## src/hw/rtl/ldcp_pkg.sv

```systemverilog
// Shared types and constants for the letter-decimal command parser.
package ldcp_pkg;

   localparam int unsigned MAX_FRAME_LEN_DEF = 32;
   localparam int unsigned VALUE_BITS_DEF    = 32;

   localparam logic [7:0] END_BYTE_RESET = 8'd10;
   localparam logic [7:0] CHAR_UPPER_A   = 8'd65;
   localparam logic [7:0] CHAR_UPPER_Z   = 8'd90;
   localparam logic [7:0] CHAR_DIGIT_0   = 8'd48;
   localparam logic [7:0] CHAR_DIGIT_9   = 8'd57;

   localparam int unsigned OUT_VALUE_BITS = 32;

   typedef enum logic [1:0] {
      ST_VALID     = 2'd0,
      ST_MALFORMED = 2'd1,
      ST_OVERFLOW  = 2'd2
   } ldcp_status_type;

   typedef struct packed {
      logic                        emit;
      ldcp_status_type             status;
      logic [7:0]                  letter;
      logic [OUT_VALUE_BITS-1:0]   value;
   } ldcp_result_type;

endpackage

```

## src/hw/rtl/ldcp_frame.sv

```systemverilog
// Frame state and per-byte decode for the letter-decimal command parser.
module ldcp_frame import ldcp_pkg::*; #(
   parameter int unsigned MAX_FRAME_LEN = MAX_FRAME_LEN_DEF,
   parameter int unsigned VALUE_BITS    = VALUE_BITS_DEF
) (
   input  logic            clock,
   input  logic            reset,
   input  logic            step,
   input  logic [7:0]      rx_byte,
   input  logic [7:0]      end_byte,
   output ldcp_result_type result
);

   localparam int unsigned LEN_BITS = $clog2(MAX_FRAME_LEN + 1);
   localparam logic [LEN_BITS-1:0] LEN_MAX = LEN_BITS'(MAX_FRAME_LEN);
   localparam logic [LEN_BITS-1:0] LEN_TWO = LEN_BITS'(2);

   logic [LEN_BITS-1:0]   len_ff, len_in;
   logic [7:0]            letter_ff, letter_in;
   logic [VALUE_BITS-1:0] acc_ff, acc_in;
   logic                  still_valid_ff, still_valid_in;
   logic                  discard_ff, discard_in;

   logic                  is_end;
   logic                  is_letter;
   logic                  is_digit;
   logic [VALUE_BITS-1:0] digit;
   logic [VALUE_BITS-1:0] acc_next;
   logic [VALUE_BITS+OUT_VALUE_BITS-1:0] acc_wide;

   assign is_end    = (rx_byte == end_byte);
   assign is_letter = (rx_byte >= CHAR_UPPER_A) && (rx_byte <= CHAR_UPPER_Z);
   assign is_digit  = (rx_byte >= CHAR_DIGIT_0) && (rx_byte <= CHAR_DIGIT_9);
   assign digit     = VALUE_BITS'(rx_byte[3:0]);
   // Times ten as two shifted copies, wrapping at the accumulator width.
   assign acc_next  = (acc_ff << 3) + (acc_ff << 1) + digit;
   assign acc_wide  = {{OUT_VALUE_BITS{1'b0}}, acc_ff};

   always_comb begin
      len_in         = len_ff;
      letter_in      = letter_ff;
      acc_in         = acc_ff;
      still_valid_in = still_valid_ff;
      discard_in     = discard_ff;
      result         = '0;
      result.status  = ST_VALID;

      if (discard_ff) begin
         if (is_end) begin
            discard_in     = 1'b0;
            len_in         = '0;
            letter_in      = '0;
            acc_in         = '0;
            still_valid_in = 1'b1;
         end
      end else if (is_end) begin
         result.emit = 1'b1;
         if (still_valid_ff && (len_ff >= LEN_TWO)) begin
            result.status = ST_VALID;
            result.letter = letter_ff;
            result.value  = acc_wide[OUT_VALUE_BITS-1:0];
         end else begin
            result.status = ST_MALFORMED;
         end
         len_in         = '0;
         letter_in      = '0;
         acc_in         = '0;
         still_valid_in = 1'b1;
      end else if (len_ff >= LEN_MAX) begin
         result.emit    = 1'b1;
         result.status  = ST_OVERFLOW;
         discard_in     = 1'b1;
         len_in         = '0;
         letter_in      = '0;
         acc_in         = '0;
         still_valid_in = 1'b1;
      end else begin
         if (len_ff == '0) begin
            if (is_letter) begin
               letter_in = rx_byte;
            end else begin
               still_valid_in = 1'b0;
            end
         end else if (is_digit) begin
            acc_in = acc_next;
         end else begin
            still_valid_in = 1'b0;
         end
         len_in = len_ff + LEN_BITS'(1);
      end
   end

   always_ff @(posedge clock) begin
      if (reset) begin
         len_ff         <= '0;
         letter_ff      <= '0;
         acc_ff         <= '0;
         still_valid_ff <= 1'b1;
         discard_ff     <= 1'b0;
      end else if (step) begin
         len_ff         <= len_in;
         letter_ff      <= letter_in;
         acc_ff         <= acc_in;
         still_valid_ff <= still_valid_in;
         discard_ff     <= discard_in;
      end
   end

endmodule

```

## src/hw/rtl/letter_decimal_command_parser_core.sv

```systemverilog
// Top level of the letter-decimal command parser: input register, decode, result register.
// A result is offered from the result register after its byte passes the input register.
// One byte per cycle unless stalled; the input and result registers decouple the sides.
// A byte that makes a result waits in the input register only while the result register
// is full and not being taken.
// Reset (synchronous, active high) empties both registers, clears the frame state and sets
// the end byte to line feed.
module letter_decimal_command_parser_core import ldcp_pkg::*; #(
   parameter int unsigned MAX_FRAME_LEN = MAX_FRAME_LEN_DEF,
   parameter int unsigned VALUE_BITS    = VALUE_BITS_DEF
) (
   input  logic        clock,
   input  logic        reset,
   input  logic        csr_wr_en,
   input  logic [7:0]  csr_wr_data,
   input  logic        req_tvalid,
   output logic        req_tready,
   input  logic [7:0]  req_tdata,   // [7:0] rx_byte
   output logic        rsp_tvalid,
   input  logic        rsp_tready,
   output logic [39:0] rsp_tdata,   // [7:0] command_letter, [39:8] command_value
   output logic [1:0]  rsp_tuser    // [1:0] status
);

   logic [7:0]      end_byte_ff;
   logic            in_valid_ff, in_valid_in;
   logic [7:0]      in_byte_ff;
   logic            rsp_valid_ff, rsp_valid_in;
   ldcp_status_type rsp_status_ff;
   logic [39:0]     rsp_data_ff;
   logic            in_fire;
   logic            step;
   ldcp_result_type result;

   ldcp_frame #(
      .MAX_FRAME_LEN (MAX_FRAME_LEN),
      .VALUE_BITS    (VALUE_BITS)
   ) u_frame (
      .clock    (clock),
      .reset    (reset),
      .step     (step),
      .rx_byte  (in_byte_ff),
      .end_byte (end_byte_ff),
      .result   (result)
   );

   // The held item moves on unless it makes a result that has nowhere to go.
   assign step       = in_valid_ff && (!result.emit || !rsp_valid_ff || rsp_tready);
   assign req_tready = !in_valid_ff || step;
   assign in_fire    = req_tvalid && req_tready;
   assign in_valid_in = in_fire || (in_valid_ff && !step);

   always_comb begin
      if (step && result.emit) begin
         rsp_valid_in = 1'b1;
      end else if (rsp_tready) begin
         rsp_valid_in = 1'b0;
      end else begin
         rsp_valid_in = rsp_valid_ff;
      end
   end

   always_ff @(posedge clock) begin
      if (reset) begin
         end_byte_ff  <= END_BYTE_RESET;
         in_valid_ff  <= 1'b0;
         rsp_valid_ff <= 1'b0;
      end else begin
         if (csr_wr_en) begin
            end_byte_ff <= csr_wr_data;
         end
         in_valid_ff  <= in_valid_in;
         rsp_valid_ff <= rsp_valid_in;
      end
   end

   always_ff @(posedge clock) begin
      if (in_fire) begin
         in_byte_ff <= req_tdata;
      end
      if (step && result.emit) begin
         rsp_status_ff <= result.status;
         rsp_data_ff   <= {result.value, result.letter};
      end
   end

   assign rsp_tvalid = rsp_valid_ff;
   assign rsp_tdata  = rsp_data_ff;
   assign rsp_tuser  = rsp_status_ff;

   a_fail_zero: assert property (@(posedge clock) disable iff (reset)
      rsp_tvalid && (rsp_tuser != ST_VALID) |-> rsp_tdata == '0)
      else $error("non-valid status carries a nonzero letter or value");

   a_valid_letter: assert property (@(posedge clock) disable iff (reset)
      rsp_tvalid && (rsp_tuser == ST_VALID) |->
         (rsp_tdata[7:0] >= CHAR_UPPER_A) && (rsp_tdata[7:0] <= CHAR_UPPER_Z))
      else $error("valid command without an uppercase letter");

   a_held_stays: assert property (@(posedge clock) disable iff (reset)
      in_valid_ff && !step |=> in_valid_ff && $stable(in_byte_ff))
      else $error("stalled input item lost or changed");

   a_result_loaded: assert property (@(posedge clock) disable iff (reset)
      step && result.emit |=> rsp_valid_ff)
      else $error("result produced but not held for the output");

endmodule
```

## config.mk

```make
export PLATFORM = sky130hd
export DESIGN_NAME = letter_decimal_command_parser_core
export DESIGN_NICKNAME = d
export VERILOG_FILES = /design/src/hw/rtl/ldcp_pkg.sv /design/src/hw/rtl/ldcp_frame.sv /design/src/hw/rtl/letter_decimal_command_parser_core.sv
export SDC_FILE = /design/constraint.sdc
export NUM_CORES = 1
export LEC_CHECK = 0
export BUFFER_PORTS_ARGS = -buffer_cell sky130_fd_sc_hd__buf_2
export CAP_MARGIN = 20
export CORE_ASPECT_RATIO = 1.1
export CORE_MARGIN = 2
export CORE_UTILIZATION = 54
export CTS_CLUSTER_DIAMETER = 30
export DETAILED_ROUTE_END_ITERATION = 8
export GPL_ROUTABILITY_DRIVEN = 0
export MAX_ROUTING_LAYER = met4
export PLACE_DENSITY = 0.77
export SETUP_SLACK_MARGIN = 0.3
export SLEW_MARGIN = 20
export SYNTH_ARGS = -nofsm -noshare
export SYNTH_HDL_FRONTEND = slang
export SYNTH_SLANG_ARGS = --single-unit
export TNS_END_PERCENT = 30
```

## constraint.sdc

```tcl
create_clock -name clock -period 3.6 [get_ports clock]
set_input_delay 0.18 -clock clock [delete_from_list [all_inputs] [get_ports clock]]
set_output_delay 0.18 -clock clock [all_outputs]
set_load 0.01 [all_outputs]
```

==> impl_metrics.csv, run 1 <==
group,metric,value,unit
outcome,outcome,"complete, no violations",
clock_network,cts_root_buf,"clkbuf_16",
placed_design,port_buffers,64,
synthesis,syn_nets,694,
setup_path,startpoint_type,"register",
min_path,hold_path_end,"in_byte_ff[3]$_DFFE_PP_",
finish,drive_gt1_frac,0.157,
synthesis,synthAdderAreaFrac,0.128,
routing,drc_errors,0,
pwr,p_leak,2.96,nW
floorplan,die_y,116,µm
placed_design,hpwlAfterDp,9.17,mm
synthesis,yosysSeqAreaShare,0.429,
timing,rsz0062_at_grt,"yes",
clock_network,insertion_delay,0.35,ns
routing,wl,12.8,mm
setup_path,cp_cell_sequence,"ha_1 -> ha_1 -> fa_1 -> a211oi_1 -> o2111ai_1 -> a21boi_0 -> buf_4 -> o211ai_1 -> a21boi_0 -> xnor2_1 -> a22o_1",
finish,post-route-util,0.622,
min_path,holdPathStages,1,
setup_path,worstPathRequired,3.84,ns
clock_network,clock_path_buffers,2,
timing,skew,0.0102,ns
floorplan,die_area,12400,µm²
floorplan,core-area,11300,µm²
synthesis,synth_xor_area_frac,0.0551,
clock_network,post-cts-setup-buffer-count,0,
synthesis,synth_top_area_cell,"edfxtp_1",
pwr,power,2.41,mW
finish,fin_area,7050,µm²
clock_network,tritoncts,"built",
synthesis,synth_top_family_by_area,"simple AND/OR/NAND/NOR gates",
min_path,worstHoldStart,"req_tdata[3]",
finish,antennaDiodeCount,0,
routing,first_pass_iters,6,
setup_path,rrSetupSlack,0.44,ns
synthesis,ys.flop_type,"dfxtp_1",
floorplan,die_width,106,µm
timing,min_period,3.16,ns
timing,final.period_utilization,0.878,
synthesis,synth_edf_count,50,
pwr,power_density,342,nW/µm²
synthesis,ys_async_sr_fraction,0,
synthesis,synth.top_cells.by_count,"60 x ha_1, 58 x dfxtp_1, 50 x edfxtp_1",
setup_path,endpoint_kind,"register",
timing,setup_viol,0,
setup_path,critPathMaxFanout,6,
setup_path,crit_family,"compound AO/OA/AOI/OAI gates",
grt,grtUsageTotal,0.219,
min_path,min_path_type,"in -> reg",
finish,nets,759,
finish,final_cells,831,
clock_network,clk_pin_slew,0.08,ns
timing,slew_violations,0,
floorplan,rows,41,
setup_path,cp_data_arrival_time,3.40,ns
routing,vias_per_cell,5.74,
synthesis,ys_ff_latch,108,
floorplan,start_util,0.547,
timing,final.setup.tns,0,ns
timing,fmax,0.316,GHz
synthesis,yosys_warnings,0,
floorplan,num_io_pins,65,
pwr,ir_worst_vdd,0.323,mV
setup_path,crit_type,"reg -> reg",
timing,worst_pin_slew,0.758,ns
synthesis,synth_top_area_frac,0.242,
setup_path,crit_slowest_cell,"edfxtp_1",
synthesis,syn-mean-instance-area,10.1,µm²
setup_path,reg2reg_from,"in_byte_ff[2]$_DFFE_PP_",
placed_design,placed_cell_area,6670,µm²
synthesis,synth_mux_area_frac,0.0113,
synthesis,synth.area.top_cells,"edfxtp_1 24%, dfxtp_1 19%, ha_1 12%",
routing,drt_iter0_drc,282,
setup_path,timing.rr.end,"u_frame.acc_ff[20]$_SDFFE_PP0P_",
synthesis,syn_area,6200,µm²
clock_network,cts_buffers,9,
synthesis,yosys.area_share.simple,0.181,
routing,wl_per_cell,15.5,µm
finish,synthToLayoutAreaGrowth,13.7,%
routing,num_vias,4771,
synthesis,synth_most_common_cell,"ha_1",
routing,postRouteAntennaNets,0,
grt,overflow,0,
grt,antenna_found_initial,0,
setup_path,cpPeakStageDelay,0.50,ns
finish,final.fill_count,926,
placed_design,dp_cells,808,
run,cap_violations,0,
grt,grt_max_degree,43,
clock_network,clock-sinks,108,
synthesis,synth_cell_types,64,
grt,grt_pass1_vias,4480,
setup_path,crit_buf_inv,1,
synthesis,synth_cells,611,
setup_path,rr_worst_depth,11,
timing,slew_headroom,0.493,
synthesis,synth-compound-area-share,0.167,
clock_network,htreeDepth,3,
timing,hold_violations,0,
grt,grt_pass1_wl,21.1,mm
## per-stage QoR
stage | hold WS, ns | worst slack (ns)
6_report | 0.0208 | 0.439
5_1_grt | 0.00298 | 0.275
4_1_cts | 0.00806 | 0.399
3_5_place_dp | 0.358 | 0.422
3_3_place_gp | 0.363 | 0.514
2_1_floorplan | 0.279 | 0.522
## power by group
part           internal [mW]  switching, mW  leakage (nW)
Sequential              1.29         0.0144         0.887
Clock                  0.553          0.461         0.149
Combinational         0.0405         0.0539          1.93
## sequential cells by signal (all words and copies together) (netlist names)
name,cells
rsp_tuser,2
u_frame.still_valid_ff,1
rsp_tvalid,1
rsp_tdata,40
u_frame.discard_ff,1
end_byte_ff,8
u_frame.acc_ff,32
u_frame.letter_ff,8
in_valid_ff,1
u_frame.len_ff,6
in_byte_ff,8
## cells in the final DEF, fill, tap and decap left out, types with 4 or more instances in the layout
| master | count |
|---|---|
| a211oi_1 | 7 |
| a21boi_0 | 4 |
| a21o_1 | 12 |
| a21oi_1 | 45 |
| a22o_1 | 6 |
| a31oi_1 | 7 |
| and2_1 | 43 |
| and3_1 | 6 |
| buf_2 | 64 |
| buf_4 | 7 |
| clkbuf_16 | 9 |
| dfxtp_1 | 58 |
| dlygate4sd3_1 | 7 |
| edfxtp_1 | 50 |
| ha_1 | 60 |
| inv_1 | 19 |
| inv_6 | 5 |
| mux2i_1 | 7 |
| nand2_1 | 32 |
| nand2b_1 | 21 |
| nand3_1 | 24 |
| nand4_1 | 7 |
| nor2_1 | 36 |
| nor2b_1 | 6 |
| nor3_1 | 6 |
| o211ai_1 | 7 |
| o21ai_0 | 21 |
| o21bai_1 | 5 |
| xnor2_1 | 14 |
| xor2_1 | 25 |
## worst max path at each step
stage	from	cells past startpoint	slack, ns	to
after floorplan	in_byte_ff[3]$_DFFE_PP_	5	0.52	rsp_tdata[0]$_SDFFCE_PP0P_
final	in_byte_ff[2]$_DFFE_PP_	11	0.44	u_frame.acc_ff[20]$_SDFFE_PP0P_
after CTS	in_byte_ff[2]$_DFFE_PP_	10	0.40	u_frame.acc_ff[28]$_SDFFE_PP0P_
after global placement	in_byte_ff[3]$_DFFE_PP_	11	0.51	u_frame.acc_ff[28]$_SDFFE_PP0P_
after detailed placement	in_byte_ff[2]$_DFFE_PP_	10	0.42	u_frame.acc_ff[28]$_SDFFE_PP0P_
after global routing	in_byte_ff[3]$_DFFE_PP_	11	0.28	u_frame.acc_ff[27]$_SDFFE_PP0P_
## kinds of logic after synthesis
| family | after synthesis |
|---|---|
| DFF | 108 |
| muxes | 7 |
| buffers and inverters | 43 |
| AOI/OAI and AO/OA | 148 |
| xor gates and xnor gates | 39 |
| and+or+nand+nor | 204 |
| adders and majority gates | 62 |
## per-layer routing
metal / vias to the layer above / track usage / wire length (µm)
li1: 2362 / - / -
met1: 2247 / 0.269 / 5750
met2: 140 / 0.358 / 6220
met3: 22 / 0.0446 / 626
met4: 0 / 0.0816 / 256
met5: - / - / 0
## layout make-up
cell class	instances	area (µm²)	share of cell area
repair buffers	78	443	0.0628
inverters	19	71.3	0.0101
flip-flops and latches	108	2660	0.378
clock inverters	6	73.8	0.0105
well taps	150	188	0.0266
clock buffers	10	229	0.0325
multi-input cells	460	3380	0.480
## timing repair
action	CTS	global route
hold buffers	6	1
endpoints found under the hold margin	6	1
setup endpoints to repair	0	4
gates resized for setup	0	2
Power figures use the tool's default switching activity.
==> run 2, diff against run 1 <==
--- a/config.mk
+++ b/config.mk
@@ -5,7 +5,7 @@
 export SDC_FILE = /design/constraint.sdc
 export NUM_CORES = 1
 export LEC_CHECK = 0
-export BUFFER_PORTS_ARGS = -buffer_cell sky130_fd_sc_hd__buf_2
+export BUFFER_PORTS_ARGS = -buffer_cell sky130_fd_sc_hd__clkbuf_2
 export CAP_MARGIN = 20
 export CORE_ASPECT_RATIO = 1.1
 export CORE_MARGIN = 2
==> impl_metrics.csv, run 2 (synthesized netlist as in run 1, its figures left out) <==
group,metric,value,unit
setup_path,endpoint_kind,"register",
timing,final.period_utilization,0.868,
pwr,p_leak,2.98,nW
timing,final.setup.tns,0,ns
finish,nets,756,
setup_path,cp_cell_sequence,"ha_1 -> ha_1 -> fa_1 -> a211oi_2 -> o2111ai_1 -> and3_1 -> o21ai_1 -> nand4_1 -> and4_1 -> a211o_1",
setup_path,critPathMaxFanout,6,
floorplan,die_y,116,µm
finish,fin_area,7000,µm²
timing,hold_slack,0.00962,ns
setup_path,rr_worst_depth,10,
placed_design,port_buffers,64,
routing,first_pass_iters,5,
finish,final.fill_count,934,
setup_path,rrSetupSlack,0.48,ns
setup_path,startpoint_type,"register",
floorplan,num_io_pins,65,
setup_path,crit_slowest_cell,"edfxtp_1",
finish,largest_reg_flops,40,
clock_network,insertion_delay,0.35,ns
finish,antennaDiodeCount,0,
grt,overflow,0,
routing,postRouteAntennaNets,0,
floorplan,start_util,0.547,
clock_network,clk_pin_slew,0.07,ns
finish,post-route-util,0.618,
timing,slew_headroom,0.438,
pwr,ir_worst_vdd,0.286,mV
floorplan,die_width,106,µm
finish,multi_input_area,3390,µm²
timing,hold_violations,0,
setup_path,cp_data_arrival_time,3.37,ns
setup_path,timing.rr.end,"u_frame.acc_ff[28]$_SDFFE_PP0P_",
clock_network,cts_root_buf,"clkbuf_16",
timing,skew,0.00985,ns
grt,grt_max_degree,43,
routing,num_vias,4712,
finish,regArea,2660,µm²
setup_path,endpoint,"u_frame.acc_ff[28]$_SDFFE_PP0P_",
placed_design,hpwlAfterDp,9.13,mm
setup_path,crit_type,"reg -> reg",
timing,min_period,3.12,ns
pwr,power_density,332,nW/µm²
grt,grt_pass1_vias,4484,
clock_network,tritoncts,"built",
finish,synthToLayoutAreaGrowth,12.9,%
routing,wl_per_cell,15.2,µm
floorplan,rows,41,
setup_path,startpoint,"in_byte_ff[2]$_DFFE_PP_",
setup_path,cpMostUsedCell,"ha_1",
routing,vias_per_cell,5.69,
pwr,power,2.32,mW
clock_network,clock-sinks,108,
timing,worst_pin_slew,0.843,ns
timing,slew_violations,0,
grt,antenna_found_initial,0,
timing,fmax,0.320,GHz
setup_path,crit_buf_inv,0,
setup_path,cpPeakStageDelay,0.49,ns
finish,layout_commonest_cell,"clkbuf_2",
clock_network,htreeDepth,3,
clock_network,cts_buffers,9,
run,cap_violations,0,
finish,mostFrequentLayoutCells,"64 x clkbuf_2, 60 x ha_1, 58 x dfxtp_1, 50 x edfxtp_1, 45 x a21oi_1",
grt,grtUsageTotal,0.216,
setup_path,crit_family,"adder cells",
placed_design,placed_cell_area,6670,µm²
finish,regMostFlops,"rsp_tdata",
routing,wl,12.6,mm
routing,drc_errors,0,
finish,drive_gt1_frac,0.162,
routing,drt_iter0_drc,290,
timing,setup_viol,0,
setup_path,reg2reg_from,"in_byte_ff[2]$_DFFE_PP_",
clock_network,clock_path_buffers,2,
timing,rsz0062_at_grt,"yes",
grt,grt_pass1_wl,20.9,mm
outcome,outcome,"complete, no violations",
finish,largestRegisters,"rsp_tdata (40), u_frame.acc_ff (32)",
setup_path,cp_num_cells,10,
min_path,min_path_type,"in -> reg",
floorplan,core-area,11300,µm²
setup_path,worstPathRequired,3.84,ns
floorplan,die_area,12400,µm²
run 2: metal layers:
metal	global-route usage	routed length (µm)	vias to the layer above	share of wire
li1	-	-	2357	-
met4	0.0789	286	0	0.023
met3	0.0363	544	26	0.043
met2	0.343	5970	118	0.47
met1	0.279	5810	2211	0.46
met5	-	0	-	0
run 2: final cells by class:
cell class / count / area share
sequential: 108 / 0.380
inverter: 19 / 0.0102
multi-input combinational: 460 / 0.484
clock buffer: 10 / 0.0327
tap: 150 / 0.0268
timing repair buffer: 75 / 0.0586
clock inverter: 6 / 0.00697
run 2: worst register-to-register path, cell delays in order (launching register included):
cell and delay (ns):
edfxtp_1 0.49, ha_1 0.34, ha_1 0.25, fa_1 0.45, a211oi_2 0.26, o2111ai_1 0.15, and3_1 0.18, o21ai_1 0.22
nand4_1 0.18, and4_1 0.23, a211o_1 0.26
run 2: worst min path at each step:
stage	from	to	slack (ns)	cells past startpoint
floorplan	req_tdata[0]	in_byte_ff[0]$_DFFE_PP_	0.28	0
global route	req_tdata[7]	in_byte_ff[7]$_DFFE_PP_	0.006	1
global placement	req_tdata[5]	in_byte_ff[5]$_DFFE_PP_	0.36	1
finish	req_tdata[2]	in_byte_ff[2]$_DFFE_PP_	0.01	1
detailed placement	req_tdata[5]	in_byte_ff[5]$_DFFE_PP_	0.36	1
CTS	req_tdata[6]	in_byte_ff[6]$_DFFE_PP_	0.0005	1
run 2: through the flow:
| step | cells | worst slack, ns |
|---|---|---|
| finish | 828 | 0.475 |
| global route | 828 | 0.291 |
| CTS | 826 | 0.377 |
| detailed placement | 808 | 0.389 |
| global placement | 808 | 0.516 |
| floorplan | 611 | 0.522 |
run 2: timing repair:
item | in CTS | in global routing
hold buffers | 2 | 1
hold endpoints to repair | 2 | 1
buffers inserted | 0 | 1
setup endpoints to repair | 0 | 8
gates resized for setup | 0 | 5
run 2: where the power goes:
group	switching (mW)	internal, mW	total, mW
logic	0.0532	0.0378	0.0910
registers	0.0150	1.29	1.30
clock network	0.451	0.477	0.928
==> run 3, diff against run 2 <==
--- a/config.mk
+++ b/config.mk
@@ -15,9 +15,11 @@
 export GPL_ROUTABILITY_DRIVEN = 0
 export MAX_ROUTING_LAYER = met4
 export PLACE_DENSITY = 0.77
+export REMOVE_ABC_BUFFERS = 1
 export SETUP_SLACK_MARGIN = 0.3
 export SLEW_MARGIN = 20
 export SYNTH_ARGS = -nofsm -noshare
 export SYNTH_HDL_FRONTEND = slang
+export SYNTH_HIERARCHICAL = 1
 export SYNTH_SLANG_ARGS = --single-unit
 export TNS_END_PERCENT = 30
==> impl_metrics.csv, run 3 <==
group,metric,value,unit
grt,antenna_found_initial,0,
synthesis,synth_top_area_frac,0.248,
min_path,hold_path_end,"in_byte_ff[1]$_DFFE_PP_",
setup_path,critPathMaxFanout,5,
timing,rsz0062_at_grt,"no",
grt,met1_usage,0.251,
finish,layout_commonest_cell,"clkbuf_2",
grt,use_met2,0.370,
timing,setup_ws,0.466,ns
finish,synthToLayoutAreaGrowth,14.7,%
synthesis,yosysSeqAreaShare,0.440,
grt,grt_pass1_wl,20.4,mm
grt,top_usage_layer,"met2",
timing,slew_headroom,0.467,
grt,grt_pass1_vias,4389,
placed_design,port_buffers,64,
placed_design,placed_cell_area,6550,µm²
routing,postRouteAntennaNets,0,
floorplan,num_io_pins,65,
finish,largest_reg_flops,40,
clock_network,cts_buffers,9,
timing,skew,0.00634,ns
setup_path,rrSetupSlack,0.47,ns
timing,hold_violations,0,
outcome,outcome,"complete, no violations",
min_path,worstHoldStart,"req_tdata[1]",
synthesis,yosys_warnings,6,
setup_path,crit_type,"reg -> reg",
finish,final.fill_count,918,
synthesis,synth_most_common_cell,"ha_1",
floorplan,die_width,105,µm
placed_design,dp_cells,796,
setup_path,cp_data_arrival_time,3.37,ns
timing,min_period,3.13,ns
finish,mostFrequentLayoutCells,"64 x clkbuf_2, 61 x ha_1, 58 x dfxtp_1, 50 x edfxtp_1, 48 x nand2_1",
routing,vias_per_cell,5.63,
synthesis,ys_async_sr_fraction,0,
setup_path,endpoint_kind,"register",
clock_network,clock_path_buffers,2,
pwr,power,2.47,mW
timing,fmax,0.319,GHz
clock_network,clk_pin_slew,0.07,ns
synthesis,synth.top_cells.by_count,"61 x ha_1, 58 x dfxtp_1, 50 x edfxtp_1",
timing,worst_pin_slew,0.800,ns
floorplan,start_util,0.555,
routing,num_vias,4609,
routing,wl,12.2,mm
pwr,power_density,356,nW/µm²
floorplan,rows,40,
min_path,holdPathStages,1,
clock_network,htreeDepth,3,
routing,drc_errors,0,
setup_path,startpoint_type,"register",
clock_network,clock-sinks,108,
synthesis,synth.area.top_cells,"edfxtp_1 25%, dfxtp_1 19%, ha_1 13%",
placed_design,hpwlAfterDp,8.94,mm
routing,first_pass_iters,5,
routing,drt_iter0_drc,239,
routing,wl_per_cell,14.9,µm
finish,post-route-util,0.637,
setup_path,timing.rr.end,"u_frame/acc_ff[20]$_SDFFE_PP0P_",
clock_network,insertion_delay,0.35,ns
floorplan,die_y,115,µm
run,cap_violations,0,
finish,regMostFlops,"rsp_tdata",
floorplan,core-area,10900,µm²
finish,largestRegisters,"rsp_tdata (40), u_frame/acc_ff (32)",
grt,grtUsageMet3,0.0351,
min_path,min_path_type,"in -> reg",
pwr,ir_worst_vdd,0.255,mV
finish,final_cells,818,
setup_path,rr_worst_depth,11,
setup_path,worstPathRequired,3.84,ns
finish,drive_gt1_frac,0.171,
finish,antennaDiodeCount,0,
grt,overflow,0,
synthesis,ys_ff_latch,108,
timing,setup_viol,0,
grt,grt_max_degree,40,
synthesis,ys.flop_type,"dfxtp_1",
floorplan,die_area,12100,µm²
finish,nets,750,
synthesis,synth_top_area_cell,"edfxtp_1",
grt,grtUsageTotal,0.216,
finish,fin_area,6950,µm²
synthesis,synth_cells,597,
synthesis,syn-mean-instance-area,10.1,µm²
timing,final.period_utilization,0.870,
synthesis,syn_area,6060,µm²
timing,slew_violations,0,
synthesis,synth_edf_count,50,
clock_network,cts_root_buf,"clkbuf_16",
synthesis,synth_cell_types,66,
placed_design,dpl_worst_slack,0.251,ns
pwr,p_leak,3.13,nW
clock_network,tritoncts,"built",
setup_path,reg2reg_from,"in_byte_ff[3]$_DFFE_PP_",
run 3: cell families after synthesis:
group | after synthesis | share of synthesized area
AOI/OAI and AO/OA | 141 | 0.163
xor gates and xnor gates | 35 | 0.0506
adders and majority gates | 63 | 0.133
buffers and inverters | 39 | 0.0279
DFF | 108 | 0.440
muxes | 7 | 0.0116
and+or+nand+nor | 204 | 0.175
run 3: repair_timing:
action | in CTS | in global routing
hold buffers | 3 | 1
resized for setup | 1 | 2
pin swaps | 0 | 1
setup endpoints to repair | 3 | 7
setup buffers | 0 | 2
hold endpoints to repair | 3 | 1
run 3: power breakdown:
| group | internal (mW) | switching (mW) | leakage (nW) |
|---|---|---|---|
| logic | 0.0402 | 0.0513 | 1.98 |
| clock network | 0.643 | 0.429 | 0.159 |
| registers | 1.29 | 0.0154 | 0.984 |
| total | 1.98 | 0.496 | 3.13 |
run 3: worst max path at each step:
stage | startpoint | endpoint | slack [ns] | depth (start not counted)
finish | in_byte_ff[3]$_DFFE_PP_ | u_frame/acc_ff[20]$_SDFFE_PP0P_ | 0.47 | 11
CTS | in_byte_ff[3]$_DFFE_PP_ | u_frame/acc_ff[20]$_SDFFE_PP0P_ | 0.33 | 11
floorplan | in_byte_ff[1]$_DFFE_PP_ | rsp_tdata[0]$_DFFE_PP_ | -0.23 | 7
detailed placement | in_byte_ff[3]$_DFFE_PP_ | u_frame/acc_ff[20]$_SDFFE_PP0P_ | 0.25 | 11
global placement | in_byte_ff[3]$_DFFE_PP_ | u_frame/acc_ff[20]$_SDFFE_PP0P_ | 0.32 | 11
global route | in_byte_ff[3]$_DFFE_PP_ | u_frame/acc_ff[29]$_SDFFE_PP0P_ | 0.30 | 12
run 3: cell type report:
type / instances / area (µm²) / area share
Clock buffer: 14 / 297 / 0.0427
Clock inverter: 2 / 37.5 / 0.00540
Inverter: 19 / 71.3 / 0.0103
Multi-Input combinational cell: 450 / 3250 / 0.468
Sequential cell: 108 / 2660 / 0.383
Tap cell: 147 / 184 / 0.0265
Timing Repair Buffer: 78 / 448 / 0.0645
run 3: through the flow:
step | setup TNS (ns) | hold slack, ns
final | 0 | 0.00452
after global routing | 0 | 0.00280
after CTS | 0 | 0.000382
after detailed placement | 0 | 0.360
after global placement | 0 | 0.359
after floorplan | -9.83 | 0.249
run 3: per-layer routing:
layer | part of all wire | routed length, µm | vias to the layer above
li1 | - | - | 2296
met2 | 0.50 | 6100 | 136
met1 | 0.43 | 5210 | 2151
met5 | 0 | 0 | -
met4 | 0.024 | 297 | 0
met3 | 0.049 | 596 | 26
run 3: worst max-delay path, cell delays in order, from the launching register on:
cell and delay (ns):
edfxtp_1 0.40, inv_1 0.09, fa_1 0.53, inv_1 0.07
fa_2 0.42, a211oi_2 0.22, nor2_1 0.10, o21ai_2 0.24
nor3_2 0.09, o21ba_2 0.25, or3_1 0.35, a32o_1 0.27
